$ cat src/sacache_pkg.sv
// ----------------------------------------------------------------------------
// sacache_pkg
// Shared types and constants of the cache tag and replacement engine.
// ----------------------------------------------------------------------------
package sacache_pkg;

  localparam int unsigned TAG_W   = 48;
  localparam int unsigned STAMP_W = 48;
  localparam int unsigned CNT_W   = 32;
  localparam int unsigned ADDR_W  = 48;
  localparam int unsigned ENT_W   = 1 + TAG_W + STAMP_W;

  localparam int unsigned CFG_IDX_W  = 2;
  localparam int unsigned CFG_DATA_W = 5;

  localparam logic [CFG_IDX_W-1:0] CFG_OFFSET_BITS = 2'd0;
  localparam logic [CFG_IDX_W-1:0] CFG_SET_BITS    = 2'd1;
  localparam logic [CFG_IDX_W-1:0] CFG_WAY_BITS    = 2'd2;
  localparam logic [CFG_IDX_W-1:0] CFG_USE_LRU     = 2'd3;

  localparam logic [STAMP_W-1:0] STAMP_MAX = '1;
  localparam logic [CNT_W-1:0]   CNT_MAX   = '1;

  typedef struct packed {
    logic              req_type;
    logic [ADDR_W-1:0] address;
  } req_t;

  typedef struct packed {
    logic             hit;
    logic             mem_read;
    logic             mem_write;
    logic [CNT_W-1:0] read_total;
    logic [CNT_W-1:0] write_total;
    logic [CNT_W-1:0] hit_total;
    logic [CNT_W-1:0] miss_total;
  } rsp_t;

  typedef struct packed {
    logic               valid;
    logic [TAG_W-1:0]   tag;
    logic [STAMP_W-1:0] stamp;
  } entry_t;

  typedef struct packed {
    logic [4:0] offset_bits;
    logic [3:0] set_bits;
    logic [2:0] way_bits;
    logic       use_lru;
  } cfg_t;

  typedef struct packed {
    logic clr;
    logic load;
    logic rd;
    logic commit;
  } ctrl_cmd_t;

  typedef struct packed {
    logic clr_last;
    logic rd_last;
  } ctrl_sts_t;

  typedef enum logic [2:0] {
    ST_CLEAR,
    ST_IDLE,
    ST_SCAN,
    ST_DRAIN,
    ST_COMMIT
  } state_e;

endpackage

$ cat src/sacache_ctrl.sv
// ----------------------------------------------------------------------------
// sacache_ctrl
// Sequencer: clearing pass after reset, then load, way scan, drain, commit.
// ----------------------------------------------------------------------------
module sacache_ctrl (
  input  logic                   clk_i,
  input  logic                   rst_ni,
  input  logic                   start_i,
  input  sacache_pkg::ctrl_sts_t sts_i,
  output sacache_pkg::ctrl_cmd_t cmd_o,
  output logic                   busy_o
);

  sacache_pkg::state_e state_q, state_d;

  always_ff @(posedge clk_i or negedge rst_ni) begin
    if (!rst_ni) begin
      state_q <= sacache_pkg::ST_CLEAR;
    end else begin
      state_q <= state_d;
    end
  end

  always_comb begin
    state_d = state_q;
    case (state_q)
      sacache_pkg::ST_CLEAR: begin
        if (sts_i.clr_last) state_d = sacache_pkg::ST_IDLE;
      end
      sacache_pkg::ST_IDLE: begin
        if (start_i) state_d = sacache_pkg::ST_SCAN;
      end
      sacache_pkg::ST_SCAN: begin
        if (sts_i.rd_last) state_d = sacache_pkg::ST_DRAIN;
      end
      sacache_pkg::ST_DRAIN:  state_d = sacache_pkg::ST_COMMIT;
      sacache_pkg::ST_COMMIT: state_d = sacache_pkg::ST_IDLE;
      default:                state_d = sacache_pkg::ST_CLEAR;
    endcase
  end

  always_comb begin
    cmd_o  = '0;
    busy_o = 1'b1;
    case (state_q)
      sacache_pkg::ST_CLEAR:  cmd_o.clr = 1'b1;
      sacache_pkg::ST_IDLE: begin
        busy_o     = 1'b0;
        cmd_o.load = start_i;
      end
      sacache_pkg::ST_SCAN:   cmd_o.rd = 1'b1;
      sacache_pkg::ST_DRAIN:  cmd_o = '0;
      sacache_pkg::ST_COMMIT: cmd_o.commit = 1'b1;
      default:                cmd_o = '0;
    endcase
  end

endmodule

$ cat config.mk
export PLATFORM = sky130hd
export DESIGN_NAME = sacache_ctrl
export DESIGN_NICKNAME = d
export VERILOG_FILES = /design/src/sacache_pkg.sv /design/src/sacache_ctrl.sv
export SDC_FILE = /design/constraint.sdc
export NUM_CORES = 1
export LEC_CHECK = 0
export ABC_CLOCK_PERIOD_IN_PS = 1300
export BUFFER_PORTS_ARGS = -buffer_cell sky130_fd_sc_hd__buf_2
export CAP_MARGIN = 20
export CORE_AREA = 2 2 39 41
export DETAILED_ROUTE_END_ITERATION = 10
export DIE_AREA = 0 0 41 43
export SYNTH_ARGS = -nofsm -noshare
export SYNTH_HDL_FRONTEND = slang
export SYNTH_SLANG_ARGS = --single-unit
export TNS_END_PERCENT = 50
$ cat constraint.sdc
create_clock -name clk_i -period 1.3 [get_ports clk_i]
set_input_delay 0.13 -clock clk_i [delete_from_list [all_inputs] [get_ports clk_i]]
set_output_delay 0.13 -clock clk_i [all_outputs]
set_load 0.1 [all_outputs]
==> results of run 1 <==
-- synth_stat cells (all sizes together) --
master / number / area [um2]
dfrtp: 3 / 75.1
and4bb: 2 / 25.0
nor2: 2 / 7.51
a211o: 1 / 8.76
a21oi: 1 / 5.00
and2: 1 / 7.51
and3b: 1 / 10.0
buf: 1 / 11.3
nand2b: 1 / 6.26
nand3b: 1 / 7.51
nor3: 1 / 5.00
nor4b: 1 / 8.76
or2: 1 / 6.26
or3b: 1 / 8.76
-- placed cells by master, fill, tap and decap left out, types with 2 or more instances in the layout --
| cell type | netlist | final |
|---|---|---|
| buf_2 | 0 | 4 |
| buf_6 | 1 | 2 |
| buf_12 | 0 | 5 |
| buf_4 | 0 | 2 |
| clkbuf_4 | 0 | 3 |
| dfrtp_1 | 3 | 2 |
| and4bb_2 | 2 | 2 |
-- worst min-delay path, stage by stage --
cell and delay [ps]:
buf_2 120, nand3b_1 80, a21oi_1 60
-- kinds of logic after synthesis --
kind of cell / synth area share
AOI/OAI and AO/OA: 0.0714
and+or+nand+nor: 0.481
buffers and inverters: 0.0584
DFF: 0.390
-- how the worst max path moves through the flow --
stage	end	cells past startpoint	slack (ps)	startpoint
4_1_cts	busy_o	2	-90	state_q[1]
3_5_place_dp	busy_o	2	100	state_q[2]
2_1_floorplan	cmd_o[3]	1	-90	state_q[0]
6_report	busy_o	2	-80	state_q[2]
5_1_grt	busy_o	2	-130	state_q[2]
3_3_place_gp	busy_o	2	100	state_q[2]
-- per-stage QoR --
step	utilization	setup TNS, ps	std cells	cell area [um2]
after floorplan	-	-150	18	211
after global placement	0.251	0	45	348
after detailed placement	0.251	0	45	348
after CTS	0.296	-230	51	409
after global routing	0.307	-460	51	425
final	0.307	-187	51	425
-- metal layers --
layer	vias to the layer above	track usage	wire length (um)
li1	100	-	-
met1	85	0.0945	241
met2	13	0.0875	183
met3	0	0.0942	69
met4	0	0.0200	0
met5	-	0	0
-- cell type report --
type	count	area share
Clock buffer	4	0.0618
Multi-Input combinational cell	14	0.318
Sequential cell	3	0.179
Tap cell	16	0.0471
Timing Repair Buffer	14	0.394
-- timing repair --
action,in CTS,in global routing
buffers inserted,1,0
endpoints found under the hold margin,3,0
pin swaps,1,1
hold buffers,1,0
gates resized for setup,4,5
setup endpoints to repair,4,5
==> results.sh, run 1 <==
export IMPL_run_status="finished, violations left"
export IMPL_violations="setup timing"
export IMPL_antennaDiodeCount=0
export IMPL_cp_required_ps=1170
export IMPL_yosysSeqAreaShare=0.390
export IMPL_start_kind="flip-flop"
export IMPL_cts_sinks=3
export IMPL_top_regs="state_q x3"
export IMPL_setup_viol=4
export IMPL_syn_cell_area_um2=193
export IMPL_endpoint_kind="output port"
export IMPL_vias=198
export IMPL_antenna_found_initial=0
export IMPL_drive_above_1_share=0.714
export IMPL_drtIter0Drc=4
export IMPL_dp_slack_ps=96.2
export IMPL_dieArea_um2=1760
export IMPL_path_delay_family="flip-flops"
export IMPL_routed_via_density=3.88
export IMPL_antenna_left=0
export IMPL_tightest_slew_ps=241
export IMPL_r2r_end="state_q[0]"
export IMPL_first_pass_iters=3
export IMPL_regArea_um2=76.3
export IMPL_io_buffers=9
export IMPL_die_x_um=41
export IMPL_io_pins=10
export IMPL_clk_pin_slew_ps=40
export IMPL_reg2reg_depth=3
export IMPL_largest_register="state_q"
export IMPL_syn_inst=18
export IMPL_synth_cell_types=14
export IMPL_cts_htree_levels=1
export IMPL_rows=14
export IMPL_cts_root_buf="clkbuf_4"
export IMPL_dp_hpwl_um=361
export IMPL_final_hold_viol_count=0
export IMPL_synth_nets=23
export IMPL_routabilityCongestion=0.625
export IMPL_fin_crit_ps=1380
export IMPL_hp_class="primary input to flip-flop"
export IMPL_grt_pass1_wl_um=828
export IMPL_cp_data_arrival_time_ps=1250
export IMPL_cts_buffers=3
export IMPL_multi_input_area_um2=135
export IMPL_core_um2=1380
export IMPL_maxCapViolations=0
export IMPL_yosysWarnings=0
export IMPL_avgSynthCellArea_um2=10.7
export IMPL_slowest_delay_ps=420
export IMPL_clk_path_buf_depth=2
export IMPL_rsz0062_at_grt="true"
export IMPL_start_util=0.139
export IMPL_largest_reg_flops=3
export IMPL_finClkSkew_ps=3.79
export IMPL_grt_max_degree=7
export IMPL_holdWs_ps=188
export IMPL_fillers=135
export IMPL_fin_crit_sh=1.06
export IMPL_first_global_vias=202
export IMPL_grt_usage=0.0786
export IMPL_num_nets_final=41
export IMPL_cp_cell_sequence="or3b_4 -> buf_12"
export IMPL_rrSetupSlack_ps=100
export IMPL_area_growth_pct=121
export IMPL_crit_fanout=6
export IMPL_wl_um=494
export IMPL_synth_seq_cells=3
export IMPL_drc=0
export IMPL_relSlewSlack=0.837
export IMPL_fin_ws_ps=-81.8
export IMPL_wl_per_cell_um=9.69
export IMPL_crit_buf_inv=1
export IMPL_slowest_stage="dfrtp_1"
export IMPL_worstReg2RegStart="state_q[2]"
export IMPL_whs_path_depth=3
export IMPL_fmax_mhz=724
export IMPL_clock_latency_ps=240
export IMPL_die_y_um=43
export IMPL_hold_path_startpoint="start_i"
export IMPL_slew_violations=0
export IMPL_whs_endpoint="state_q[1]"
export IMPL_cts_tree="yes"
export IMPL_critPathKind="flip-flop to output port"
export IMPL_grt_overflow_total=0
Power of run 1 is left out: the tool's default activity adds up to more than one toggle a clock period on the data nets, which glitch-free logic cannot reach.
==> run 2: changes to the inputs <==
Settings changed: ABC_CLOCK_PERIOD_IN_PS 1300 to 1600, CAP_MARGIN 20 to 25.
Clock period 1.3 ns to 1.6 ns, I/O delays scaled along.
==> results.sh, run 2 (same netlist as run 1, synthesis figures left out) <==
export IMPL_area_growth_pct=74.0
export IMPL_grt_pass1_wl_um=648
export IMPL_crit_fanout=9
export IMPL_io_pins=10
export IMPL_first_pass_iters=4
export IMPL_rrSetupSlack_ps=490
export IMPL_start_util=0.139
export IMPL_drt_met1_wl_um=172
export IMPL_slowest_delay_ps=440
export IMPL_drc=0
export IMPL_hp_class="primary input to flip-flop"
export IMPL_slew_violations=0
export IMPL_run_status="completed"
export IMPL_cts_tree="yes"
export IMPL_top_regs="state_q x3"
export IMPL_routabilityCongestion=0.700
export IMPL_wl_um=401
export IMPL_cts_hold_fix_buffers=1
export IMPL_top_layer="met3"
export IMPL_postCtsSetupBuffers=0
export IMPL_whs_path_depth=3
export IMPL_num_nets_final=37
export IMPL_finClkSkew_ps=0.280
export IMPL_dp_slack_ps=322
export IMPL_final_hold_viol_count=0
export IMPL_antennaDiodeCount=0
export IMPL_fin_ws_ps=84.5
export IMPL_dieArea_um2=1760
export IMPL_relSlewSlack=0.676
export IMPL_fin_crit_ps=1520
export IMPL_met2_length_um=185
export IMPL_drive_above_1_share=0.581
export IMPL_wl_met3_um=43
export IMPL_setup_viol=0
export IMPL_grt_overflow_total=0
export IMPL_fmax_mhz=660
export IMPL_tightest_slew_ps=489
export IMPL_wl_per_cell_um=8.53
export IMPL_largest_register="state_q"
export IMPL_clock_latency_ps=230
export IMPL_layout_cells_most_common="buf_2"
export IMPL_mostFrequentLayoutCells="buf_2 (6), clkbuf_4 (3), buf_12 (3), dfrtp_1 (3), and4bb_2 (2)"
export IMPL_drtIter0Drc=1
export IMPL_reg2reg_depth=2
export IMPL_antenna_left=0
export IMPL_cts_resized=0
export IMPL_clk_path_buf_depth=2
export IMPL_path_delay_family="flip-flops"
export IMPL_die_y_um=43
export IMPL_rsz0062_at_grt="false"
export IMPL_crit_buf_inv=1
export IMPL_cp_cell_sequence="or3b_1 -> buf_2"
export IMPL_cts_root_buf="clkbuf_4"
export IMPL_grt_usage=0.0573
export IMPL_first_global_vias=181
export IMPL_critPathKind="flip-flop to output port"
export IMPL_core_um2=1380
export IMPL_grt_max_degree=11
export IMPL_endpoint_kind="output port"
export IMPL_cp_required_ps=1440
export IMPL_cts_buffers=3
export IMPL_maxCapViolations=0
export IMPL_rows=14
export IMPL_routed_via_density=3.66
export IMPL_cts_htree_levels=1
export IMPL_vias=172
export IMPL_fin_crit_sh=0.947
export IMPL_slowest_stage="dfrtp_1"
export IMPL_die_x_um=41
export IMPL_cp_depth=2
export IMPL_antenna_found_initial=0
export IMPL_cp_data_arrival_time_ps=1360
export IMPL_cts_sinks=3
export IMPL_clk_pin_slew_ps=30
export IMPL_largest_reg_flops=3
export IMPL_io_buffers=9
export IMPL_start_kind="flip-flop"
[run 2: metal layers]
layer / GRT usage / vias to the layer above
li1: - / 91
met1: 0.0613 / 74
met2: 0.0781 / 7
met3: 0.0209 / 0
met4: 0.0600 / 0
met5: 0 / -
[run 2: worst paths after layout]
path	startpoint	end
setup / recovery	state_q[1]	busy_o
setup reg to reg	state_q[2]	state_q[0]
hold reg to reg	state_q[2]	state_q[1]
hold / removal	start_i	state_q[1]
max in group asynchronous	rst_ni	state_q[2]
min in group asynchronous	rst_ni	state_q[0]
[run 2: final cells by class]
type                            count  area (um2)
Sequential cell                     3        75.1
Clock buffer                        4        26.3
Fill cell                         162        1050
Multi-Input combinational cell     14         114
Tap cell                           16        20.0
Timing Repair Buffer               10         100
[run 2: tightest hold or removal path, stage by stage]
cell      delay [ps]
buf_2            120
nand3b_1          70
a21oi_1           70
[run 2: through the flow]
stage	util	setup TNS [ps]	area (um2)	hold WS, ps	instances
after floorplan	-	-218	200	-136	18
after global placement	0.216	0	299	-44.3	42
after detailed placement	0.216	0	299	-43.1	42
after CTS	0.242	0	335	232	47
after global routing	0.242	0	335	248	47
final	0.242	0	335	232	47
Power of run 2 is left out for the same reason.
